## config.mk

```make
export PLATFORM = sky130hd
export DESIGN_NAME = ring_queue_with_head_push
export DESIGN_NICKNAME = d
export VERILOG_FILES = /design/src/hw/rtl/rqhp_pkg.sv /design/src/hw/rtl/rqhp_ctrl.sv /design/src/hw/rtl/rqhp_dp.sv /design/src/hw/rtl/ring_queue_with_head_push.sv
export VERILOG_INCLUDE_DIRS = /design/src /design/src/hw/rtl
export SDC_FILE = /design/constraint.sdc
export NUM_CORES = 2
export LEC_CHECK = 0
export BUFFER_PORTS_ARGS = -buffer_cell sky130_fd_sc_hd__buf_2
export CORE_AREA = 2 2 397 399
export DETAILED_ROUTE_END_ITERATION = 7
export DIE_AREA = 0 0 399 401
export PLACE_DENSITY = 0.56
export SLEW_MARGIN = 30
export SYNTH_ARGS = -nofsm -noshare
export SYNTH_HDL_FRONTEND = slang
export SYNTH_SLANG_ARGS = --single-unit
```

## constraint.sdc

```tcl
create_clock -name clk -period 6.5 [get_ports clk]
set_input_delay 0.65 -clock clk [delete_from_list [all_inputs] [get_ports clk]]
set_output_delay 0.65 -clock clk [all_outputs]
set_load 0.01 [all_outputs]
```

## src/hw/rtl/ring_queue_with_head_push_assert.svh

```systemverilog
// Assertion macros shared by the ring queue modules.
`ifndef RING_QUEUE_WITH_HEAD_PUSH_ASSERT_SVH
`define RING_QUEUE_WITH_HEAD_PUSH_ASSERT_SVH

// The consequent must hold in the same cycle as the antecedent.
`define RQHP_ASSERT_SAME(label, clk, rst_n, ante, cons, msg) \
    label: assert property (@(posedge clk) disable iff (!rst_n) (ante) |-> (cons)) \
        else $error(msg);

// The consequent must hold in the cycle after the antecedent.
`define RQHP_ASSERT_NEXT(label, clk, rst_n, ante, cons, msg) \
    label: assert property (@(posedge clk) disable iff (!rst_n) (ante) |=> (cons)) \
        else $error(msg);

`endif

```

## src/hw/rtl/rqhp_pkg.sv

```systemverilog
package rqhp_pkg;

    localparam int DATA_W  = 32;
    localparam int COUNT_W = 6;
    localparam int OP_W    = 3;
    localparam int STAT_W  = 2;

    localparam logic [COUNT_W-1:0] CAP_RESET = 6'd32;

    typedef enum logic [OP_W-1:0] {
        OP_ENQ   = 3'd0,
        OP_DEQ   = 3'd1,
        OP_PEEK  = 3'd2,
        OP_DRAIN = 3'd3,
        OP_PUSH  = 3'd4
    } opcode_t;

    typedef enum logic [STAT_W-1:0] {
        ST_OK    = 2'd0,
        ST_EMPTY = 2'd1,
        ST_FULL  = 2'd2
    } status_t;

    typedef enum logic [1:0] {
        S_IDLE,
        S_EXEC,
        S_DRAIN
    } state_t;

    typedef struct packed {
        logic accept;
        logic exec;
        logic pop;
    } cmd_t;

    typedef struct packed {
        logic out_free;
        logic exec_more;
        logic last_pop;
        logic count_nz;
    } stat_t;

endpackage

```

## src/hw/rtl/rqhp_ctrl.sv

```systemverilog
`include "ring_queue_with_head_push_assert.svh"

module rqhp_ctrl
(
    input  logic           clk,
    input  logic           rst_n,
    input  logic           in_valid,
    output logic           in_ready,
    input  rqhp_pkg::stat_t stat,
    output rqhp_pkg::cmd_t  cmd
);

    rqhp_pkg::state_t state_reg;
    rqhp_pkg::state_t state_next;

    always_ff @(posedge clk or negedge rst_n)
    begin
        if (!rst_n)
        begin
            state_reg <= rqhp_pkg::S_IDLE;
        end
        else
        begin
            state_reg <= state_next;
        end
    end

    always_comb
    begin
        state_next = state_reg;
        cmd        = '0;
        in_ready   = 1'b0;
        case (state_reg)
            rqhp_pkg::S_IDLE:
            begin
                in_ready = stat.out_free;
                if (in_valid && stat.out_free)
                begin
                    cmd.accept = 1'b1;
                    state_next = rqhp_pkg::S_EXEC;
                end
            end
            rqhp_pkg::S_EXEC:
            begin
                cmd.exec = 1'b1;
                if (stat.exec_more)
                begin
                    state_next = rqhp_pkg::S_DRAIN;
                end
                else
                begin
                    state_next = rqhp_pkg::S_IDLE;
                end
            end
            rqhp_pkg::S_DRAIN:
            begin
                if (stat.out_free)
                begin
                    cmd.pop = 1'b1;
                    if (stat.last_pop)
                    begin
                        state_next = rqhp_pkg::S_IDLE;
                    end
                end
            end
            default:
            begin
                state_next = rqhp_pkg::S_IDLE;
            end
        endcase
    end

    `RQHP_ASSERT_SAME(a_exec_out_free, clk, rst_n,
        state_reg == rqhp_pkg::S_EXEC, stat.out_free,
        "result register busy when an item executes")
    `RQHP_ASSERT_SAME(a_pop_nonempty, clk, rst_n, cmd.pop, stat.count_nz,
        "drain step on an empty queue")
    `RQHP_ASSERT_NEXT(a_accept_exec, clk, rst_n, cmd.accept,
        state_reg == rqhp_pkg::S_EXEC, "accepted item not executed in the next cycle")

endmodule

```

## src/hw/rtl/rqhp_dp.sv

```systemverilog
`include "ring_queue_with_head_push_assert.svh"

module rqhp_dp
#(
    parameter int DEPTH      = 32,
    parameter int ITEM_WIDTH = 32
)
(
    input  logic                                clk,
    input  logic                                rst_n,
    input  rqhp_pkg::cmd_t                      cmd,
    output rqhp_pkg::stat_t                     stat,
    input  logic                                cfg_wr_en,
    input  logic [rqhp_pkg::COUNT_W-1:0]        cfg_wr_data,
    input  logic [rqhp_pkg::OP_W-1:0]           opcode,
    input  logic [rqhp_pkg::DATA_W-1:0]         item_in,
    output logic                                out_valid,
    input  logic                                out_ready,
    output logic [rqhp_pkg::STAT_W-1:0]         status,
    output logic [rqhp_pkg::DATA_W-1:0]         item_out,
    output logic                                evicted_valid,
    output logic [rqhp_pkg::DATA_W-1:0]         evicted_item,
    output logic                                last,
    output logic [rqhp_pkg::COUNT_W-1:0]        occupancy,
    output logic                                is_empty,
    output logic                                is_full
);

    localparam int CW = rqhp_pkg::COUNT_W;
    localparam int DW = rqhp_pkg::DATA_W;
    localparam int SW = (ITEM_WIDTH < DW) ? ITEM_WIDTH : DW;
    localparam int AW = (DEPTH > 1) ? $clog2(DEPTH) : 1;
    localparam logic [CW:0] DEPTH_W = (CW + 1)'(DEPTH);

    logic [SW-1:0] mem [DEPTH];

    logic [CW-1:0] cap_reg;
    logic [CW-1:0] front_reg;
    logic [CW-1:0] front_next;
    logic [CW-1:0] count_reg;
    logic [CW-1:0] count_next;
    logic [rqhp_pkg::OP_W-1:0] op_reg;
    logic [SW-1:0] item_reg;
    logic [SW-1:0] rd_data_reg;

    logic                  out_valid_reg;
    logic [rqhp_pkg::STAT_W-1:0] status_reg;
    logic [DW-1:0]         item_out_reg;
    logic                  ev_valid_reg;
    logic [DW-1:0]         ev_item_reg;
    logic                  last_reg;
    logic [CW-1:0]         occ_reg;
    logic                  empty_reg;
    logic                  full_reg;

    logic [CW-1:0] cap_eff;
    logic [CW:0]   tail_sum;
    logic [CW-1:0] tail_slot;
    logic [CW:0]   inc_sum;
    logic [CW-1:0] front_inc;
    logic [CW-1:0] front_dec;
    logic          q_empty;
    logic          q_full;
    logic          pop_now;
    logic [CW-1:0] rd_slot;
    logic          mem_we;
    logic [CW-1:0] mem_waddr;
    logic          load_out;

    rqhp_pkg::status_t res_status;
    logic [DW-1:0]     res_item;
    logic              res_ev_valid;
    logic [DW-1:0]     res_ev_item;
    logic              res_last;

    always_comb
    begin
        if (cap_reg == '0)
        begin
            cap_eff = CW'(1);
        end
        else if ({1'b0, cap_reg} > DEPTH_W)
        begin
            cap_eff = DEPTH_W[CW-1:0];
        end
        else
        begin
            cap_eff = cap_reg;
        end
    end

    assign tail_sum  = {1'b0, front_reg} + {1'b0, count_reg};
    assign tail_slot = (tail_sum >= {1'b0, cap_eff}) ? CW'(tail_sum - {1'b0, cap_eff})
                                                     : tail_sum[CW-1:0];
    assign inc_sum   = {1'b0, front_reg} + (CW + 1)'(1);
    assign front_inc = (inc_sum == {1'b0, cap_eff}) ? '0 : inc_sum[CW-1:0];
    assign front_dec = (front_reg == '0) ? (cap_eff - CW'(1)) : (front_reg - CW'(1));
    assign q_empty   = (count_reg == '0);
    assign q_full    = (count_reg >= cap_eff);

    assign pop_now = cmd.pop
                     || (cmd.exec && !q_empty
                         && ((op_reg == rqhp_pkg::OP_DEQ) || (op_reg == rqhp_pkg::OP_DRAIN)));

    always_comb
    begin
        if (cmd.accept && (opcode == rqhp_pkg::OP_PUSH))
        begin
            rd_slot = front_dec;
        end
        else if (pop_now)
        begin
            rd_slot = front_inc;
        end
        else
        begin
            rd_slot = front_reg;
        end
    end

    always_comb
    begin
        front_next   = front_reg;
        count_next   = count_reg;
        mem_we       = 1'b0;
        mem_waddr    = tail_slot;
        res_status   = rqhp_pkg::ST_OK;
        res_item     = '0;
        res_ev_valid = 1'b0;
        res_ev_item  = '0;
        res_last     = 1'b1;
        if (cmd.exec)
        begin
            case (op_reg)
                rqhp_pkg::OP_ENQ:
                begin
                    if (q_full)
                    begin
                        res_status = rqhp_pkg::ST_FULL;
                    end
                    else
                    begin
                        mem_we     = 1'b1;
                        count_next = count_reg + CW'(1);
                    end
                end
                rqhp_pkg::OP_DEQ:
                begin
                    if (q_empty)
                    begin
                        res_status = rqhp_pkg::ST_EMPTY;
                    end
                    else
                    begin
                        res_item   = DW'(rd_data_reg);
                        front_next = front_inc;
                        count_next = count_reg - CW'(1);
                    end
                end
                rqhp_pkg::OP_PEEK:
                begin
                    if (q_empty)
                    begin
                        res_status = rqhp_pkg::ST_EMPTY;
                    end
                    else
                    begin
                        res_item = DW'(rd_data_reg);
                    end
                end
                rqhp_pkg::OP_DRAIN:
                begin
                    if (q_empty)
                    begin
                        res_status = rqhp_pkg::ST_EMPTY;
                    end
                    else
                    begin
                        res_item   = DW'(rd_data_reg);
                        front_next = front_inc;
                        count_next = count_reg - CW'(1);
                        res_last   = (count_reg == CW'(1));
                    end
                end
                rqhp_pkg::OP_PUSH:
                begin
                    front_next = front_dec;
                    mem_we     = 1'b1;
                    mem_waddr  = front_dec;
                    if (q_full)
                    begin
                        res_ev_valid = 1'b1;
                        res_ev_item  = DW'(rd_data_reg);
                    end
                    else
                    begin
                        count_next = count_reg + CW'(1);
                    end
                end
                default:
                begin
                    res_status = rqhp_pkg::ST_OK;
                end
            endcase
        end
        if (cmd.pop)
        begin
            res_item   = DW'(rd_data_reg);
            front_next = front_inc;
            count_next = count_reg - CW'(1);
            res_last   = (count_reg == CW'(1));
        end
        if (cfg_wr_en)
        begin
            front_next = '0;
            count_next = '0;
        end
    end

    assign load_out = cmd.exec || cmd.pop;

    always_ff @(posedge clk or negedge rst_n)
    begin
        if (!rst_n)
        begin
            cap_reg       <= rqhp_pkg::CAP_RESET;
            front_reg     <= '0;
            count_reg     <= '0;
            out_valid_reg <= 1'b0;
        end
        else
        begin
            if (cfg_wr_en)
            begin
                cap_reg <= cfg_wr_data;
            end
            front_reg <= front_next;
            count_reg <= count_next;
            if (load_out)
            begin
                out_valid_reg <= 1'b1;
            end
            else if (out_ready)
            begin
                out_valid_reg <= 1'b0;
            end
        end
    end

    always_ff @(posedge clk)
    begin
        if (cmd.accept)
        begin
            op_reg   <= opcode;
            item_reg <= item_in[SW-1:0];
        end
        if (load_out)
        begin
            status_reg   <= res_status;
            item_out_reg <= res_item;
            ev_valid_reg <= res_ev_valid;
            ev_item_reg  <= res_ev_item;
            last_reg     <= res_last;
            occ_reg      <= count_next;
            empty_reg    <= (count_next == '0);
            full_reg     <= (count_next == cap_eff);
        end
    end

    always_ff @(posedge clk)
    begin
        if (mem_we)
        begin
            mem[mem_waddr[AW-1:0]] <= item_reg;
        end
        rd_data_reg <= mem[rd_slot[AW-1:0]];
    end

    assign stat.out_free  = !out_valid_reg || out_ready;
    assign stat.exec_more = (op_reg == rqhp_pkg::OP_DRAIN) && (count_reg > CW'(1));
    assign stat.last_pop  = (count_reg == CW'(1));
    assign stat.count_nz  = !q_empty;

    assign out_valid     = out_valid_reg;
    assign status        = status_reg;
    assign item_out      = item_out_reg;
    assign evicted_valid = ev_valid_reg;
    assign evicted_item  = ev_item_reg;
    assign last          = last_reg;
    assign occupancy     = occ_reg;
    assign is_empty      = empty_reg;
    assign is_full       = full_reg;

    `RQHP_ASSERT_SAME(a_count_in_cap, clk, rst_n, 1'b1, count_reg <= cap_eff, "occupancy exceeds capacity")
    `RQHP_ASSERT_SAME(a_front_in_cap, clk, rst_n, 1'b1, front_reg < cap_eff, "head slot outside the ring")
    `RQHP_ASSERT_NEXT(a_evict_keeps_count, clk, rst_n, cmd.exec && (op_reg == rqhp_pkg::OP_PUSH) && q_full && !cfg_wr_en, $stable(count_reg), "eviction changed the occupancy")

endmodule

```

## src/hw/rtl/ring_queue_with_head_push.sv

```systemverilog
// Channel  Direction  Handshake             Fields
// in       input      in_valid / in_ready   opcode, item_in
// out      output     out_valid / out_ready status, item_out, evicted_valid, evicted_item,
//                                           last, occupancy, is_empty, is_full
// cfg      input      cfg_wr_en             cfg_wr_data (capacity)
//
// The item store is read at the accepting edge and the item executes in the next cycle,
// loading the output register. With out_ready high, a new item is accepted only once the
// previous one has executed or finished draining, and a drain of n items gives n results,
// one per cycle.
// A stall on out_ready holds the result and blocks the next item until the result is taken.
// Reset empties the queue and sets the capacity to 32; the item store is not cleared.
module ring_queue_with_head_push
#(
    parameter int DEPTH      = 32,
    parameter int ITEM_WIDTH = 32
)
(
    input  logic                          clk,
    input  logic                          rst_n,
    input  logic                          cfg_wr_en,
    input  logic [rqhp_pkg::COUNT_W-1:0]  cfg_wr_data,
    input  logic                          in_valid,
    output logic                          in_ready,
    input  logic [rqhp_pkg::OP_W-1:0]     opcode,
    input  logic [rqhp_pkg::DATA_W-1:0]   item_in,
    output logic                          out_valid,
    input  logic                          out_ready,
    output logic [rqhp_pkg::STAT_W-1:0]   status,
    output logic [rqhp_pkg::DATA_W-1:0]   item_out,
    output logic                          evicted_valid,
    output logic [rqhp_pkg::DATA_W-1:0]   evicted_item,
    output logic                          last,
    output logic [rqhp_pkg::COUNT_W-1:0]  occupancy,
    output logic                          is_empty,
    output logic                          is_full
);

    rqhp_pkg::cmd_t  cmd;
    rqhp_pkg::stat_t stat;

    rqhp_ctrl u_ctrl
    (
        .clk      (clk),
        .rst_n    (rst_n),
        .in_valid (in_valid),
        .in_ready (in_ready),
        .stat     (stat),
        .cmd      (cmd)
    );

    rqhp_dp
    #(
        .DEPTH      (DEPTH),
        .ITEM_WIDTH (ITEM_WIDTH)
    )
    u_dp
    (
        .clk           (clk),
        .rst_n         (rst_n),
        .cmd           (cmd),
        .stat          (stat),
        .cfg_wr_en     (cfg_wr_en),
        .cfg_wr_data   (cfg_wr_data),
        .opcode        (opcode),
        .item_in       (item_in),
        .out_valid     (out_valid),
        .out_ready     (out_ready),
        .status        (status),
        .item_out      (item_out),
        .evicted_valid (evicted_valid),
        .evicted_item  (evicted_item),
        .last          (last),
        .occupancy     (occupancy),
        .is_empty      (is_empty),
        .is_full       (is_full)
    );

endmodule

```

==> results.yml <==
status:
  status: "complete, no violations"
global_route:
  grt_util_met1_pct: 22.7
  antenna_found_initial: 4
  global_route_wire_length_before_repair_mm: 181
  grt.busiest_layer: "met2"
  gr-total-overflow: 0
  met2_track_utilization_from_global_routing_pct: 23.3
  grtUsageTotal_pct: 15.3
  met3_usage_pct: 2.54
  grt_pass1_vias: 25500
  maximum_number_of_pins_on_one_net_before_global_route_repair: 141
finish:
  layout-drive-gt1-share_pct: 19.4
  area_delta_synth_final_pct: 17.2
  design_area_um2: 54400
  multi_input_comb_area_um2: 10600
  fillerInstances: 14700
  final_net_count: 3135
  regArea_um2: 35300
  largest_register_ff_count: 1024
  fin_cells: 5223
yosys:
  yosys.area_share.adder_pct: 0.734
  synthesis.nets: 2942
  synth_top_cell_by_area: "edfxtp_1"
  synth_top_family_by_area: "simple AND/OR/NAND/NOR gates"
  most_numerous_cell_types_in_the_synthesized_netlist: "edfxtp_1, nand2_1, nand4_1, nand3_1, mux4_2"
  postSynthAreaPerCell_um2: 16.2
  synth.area.mux_share_pct: 6.52
  synth_compound_gate_area_share_pct: 3.68
  synth-seq-cells: 1188
  synth_area_leaders: "edfxtp_1, mux4_2, nand2_1"
  number_of_synthesized_flops_with_an_enable_pin: 1135
  synthDistinctLibCells: 78
  yosysSeqAreaShare_pct: 76.0
  synthSimpleGateAreaFrac_pct: 10.7
  synth.most_common_cell: "edfxtp_1"
  synthFlopType: "edfxtp_1"
  synth_top_area_share_pct: 73.5
  async_flop_share_pct: 1.77
  cell_count_after_synthesis: 2870
  post_synth_xor_area_fraction_pct: 0.483
  synth.yosys.warnings: 0
  syn-cell-area_um2: 46400
power_and_ir_drop:
  power_report.internal_total_mw: 14.8
  sw_frac_of_total_pct: 29.4
  power.clock.fraction_pct: 33.4
  pwr-share-comb_pct: 21.1
  leak_pwr_nw: 17.7
  power.density_nw_per_um2: 385
  peakVddDrop_uv: 301
  power.share.sequential_pct: 45.5
  p_sw_mw: 6.15
clock_network:
  cts_tree: "built"
  clock_latency_ns: 0.74
  number_of_buffers_inserted_by_post_cts_setup_repair: 0
  cts_max_path_buffers: 3
  path_clk_slew_ns: 0.06
  ctsRootBufferMaster: "clkbuf_16"
  cts_made_buffers: 121
  h-tree-depth: 3
  clkSinkCount: 1188
timing:
  maxSlewHeadroom_pct: 34.3
  setup-violations-final: 0
  tightest_slew_ns: 0.984
  fin_crit_sh_pct: 87.0
  unrepaired_setup_endpoints_after_global_routing: "false"
  clock-skew-final_ns: 0.0397
  hold_viol: 0
  fmax_mhz: 177
  minimum_period_implied_by_the_final_worst_setup_slack_ns: 5.66
  finalMaxSlewViolations: 0
  setup_total_negative_slack_ns: 0
  finalWorstSetupSlack_ns: 0.843
detailed_routing:
  routed_via_density: 5.00
  routed_wirelength_mm: 124
  post-route-drc-count: 0
  post_drt_wl_per_cell_um: 23.8
  detail_route.iter0.violations: 2877
  residual_antenna_violating_net_count_after_detailed_routing: 0
  dr_total_vias: 26100
  first_pass_iters: 5
floorplan:
  die_area_um2: 160000
  fp.dieH_um: 401
  io_pins: 124
  area_of_the_core_um2: 156000
  placementRows: 145
  floorplan.initialDensity_pct: 29.8
  chipWidth_um: 399
worst_setup_path:
  r2r_setup_slack_ns: 0.84
  critPathCaptureType: "flip-flop"
  worstPathArrival_ns: 6.07
  crit_required_ns: 6.91
  path_cells: "or4_1, a21oi_1, ha_1, nor2b_1, o21ai_0, a31oi_1, o21a_1, o21a_1, nor2_1, mux2i_1, o21ai_0, or3b_2, nor2_4, buf_4"
  ff2ff_path_depth: 14
  setup.worst_path.start_class: "flip-flop"
  critical_path_class: "reg2reg"
  worst_r2r_endpoint: "u_dp.mem[11][4]$_DFFE_PP_"
  regToRegStartpoint: "u_dp.cap_reg[1]$_DFFE_PN0P_"
  timing.critical_path.fanout_max: 19
  timing.critical_path.slowest_stage_cell: "or3b_2"
  critical-path-max-stage-delay_ns: 0.65
placement:
  port_buffers: 123
  total_placed_cells_including_tap_cells: 4996
  post_placement_worst_setup_slack_ns: 0.878
  place.gp.congestion: 0.835
  area_post_placement_um2: 50300
  post-dp-hpwl_mm: 75.2
job:
  timing.max_cap.violations: 0
worst_hold_path:
  holdCritPathClass: "in2reg"
  min_to: "u_dp.item_reg[26]$_DFFE_PP_"
  hold_depth: 1
  hold_path_startpoint: "item_in[26]"
## worst max path at each step
stage                                            from                          to  slack [ns]  cells past startpoint
after floorplan           u_dp.cap_reg[1]$_DFFE_PN0P_    u_dp.mem[6][0]$_DFFE_PP_        1.14                     12
after global placement    u_dp.cap_reg[1]$_DFFE_PN0P_   u_dp.mem[11][4]$_DFFE_PP_        0.98                     14
after detailed placement  u_dp.cap_reg[1]$_DFFE_PN0P_   u_dp.mem[11][4]$_DFFE_PP_        0.88                     14
after CTS                 u_dp.cap_reg[1]$_DFFE_PN0P_  u_dp.mem[11][22]$_DFFE_PP_        0.82                     14
after global routing      u_dp.cap_reg[1]$_DFFE_PN0P_   u_dp.mem[11][4]$_DFFE_PP_        0.45                     14
final                     u_dp.cap_reg[1]$_DFFE_PN0P_   u_dp.mem[11][4]$_DFFE_PP_        0.84                     14
## power by group through the flow
| stage | Combinational, mW | Clock (mW) | Sequential [mW] |
|---|---|---|---|
| after floorplan | 2.50 | 0 | 9.80 |
| after global placement | 4.41 | 0 | 9.71 |
| after detailed placement | 4.47 | 0 | 9.70 |
| after CTS | 4.48 | 7.14 | 9.54 |
| after global routing | 4.79 | 7.43 | 9.56 |
| final | 4.42 | 6.99 | 9.51 |
## critical path, delay by kind of cell, from the launching register on
family,cells,cell delay [ns]
and+or+nand+nor,5,2.20
DFF,1,0.42
adders and majority gates,1,0.33
buffers and inverters,1,0.36
AOI/OAI and AO/OA,6,1.59
muxes,1,0.39
## logic make-up (layout without fill, tap and decap cells)
group           count (synthesis)  count (layout)
flops                        1188            1188
buf+inv                       183             477
other cells                     0               1
simple gates                 1063            1063
fa+ha+maj                      26              26
compound gates                245             245
xor+xnor                       24              24
mux                           141             141
## stage by stage
step / util [%] / hold slack [ns] / power, mW
2_1_floorplan: - / 0.354 / 12.3
3_3_place_gp: 32.3 / 0.511 / 14.1
3_5_place_dp: 32.3 / 0.515 / 14.2
4_1_cts: 34.9 / 0.0401 / 21.2
5_1_grt: 34.9 / 0.0562 / 21.8
6_report: 34.9 / 0.0936 / 20.9
## cell usage in the layout (no fill, tap or decap), types with 32 or more instances in the layout
master     instances
clkbuf_16        123
edfxtp_1        1135
buf_4             74
buf_2            123
dfxtp_1           32
nor2_4            33
nor2b_1           39
nand4_1          162
mux4_2           128
a22oi_1           64
nand3_1          145
nor2_1            34
and2_1            38
a31oi_1           70
nand2_1          549
## area by class of cell
| type | count | area share [%] |
|---|---|---|
| Tap cell | 2058 | 4.74 |
| Clock inverter | 54 | 1.04 |
| Antenna cell | 1 | 0.00460 |
| Clock buffer | 170 | 6.34 |
| Multi-Input combinational cell | 1499 | 19.5 |
| Timing Repair Buffer | 232 | 3.38 |
| Sequential cell | 1188 | 64.8 |
| Inverter | 21 | 0.145 |
## layer usage
| metal | share of wire, % | vias to the layer above | routed length (µm) |
|---|---|---|---|
| li1 | - | 11500 | - |
| met1 | 46 | 13600 | 56700 |
| met2 | 46 | 909 | 56700 |
| met3 | 6.8 | 150 | 8430 |
| met4 | 2.0 | 0 | 2550 |
| met5 | 0 | - | 0 |
## timing repair
action / 4_1_cts / 5_1_grt
setup endpoints to repair: 0 / 0
endpoints found under the hold margin: 20 / 0
gates resized for setup: 0 / 0
hold buffers: 1 / 0
(Power assumes the default switching activity.)
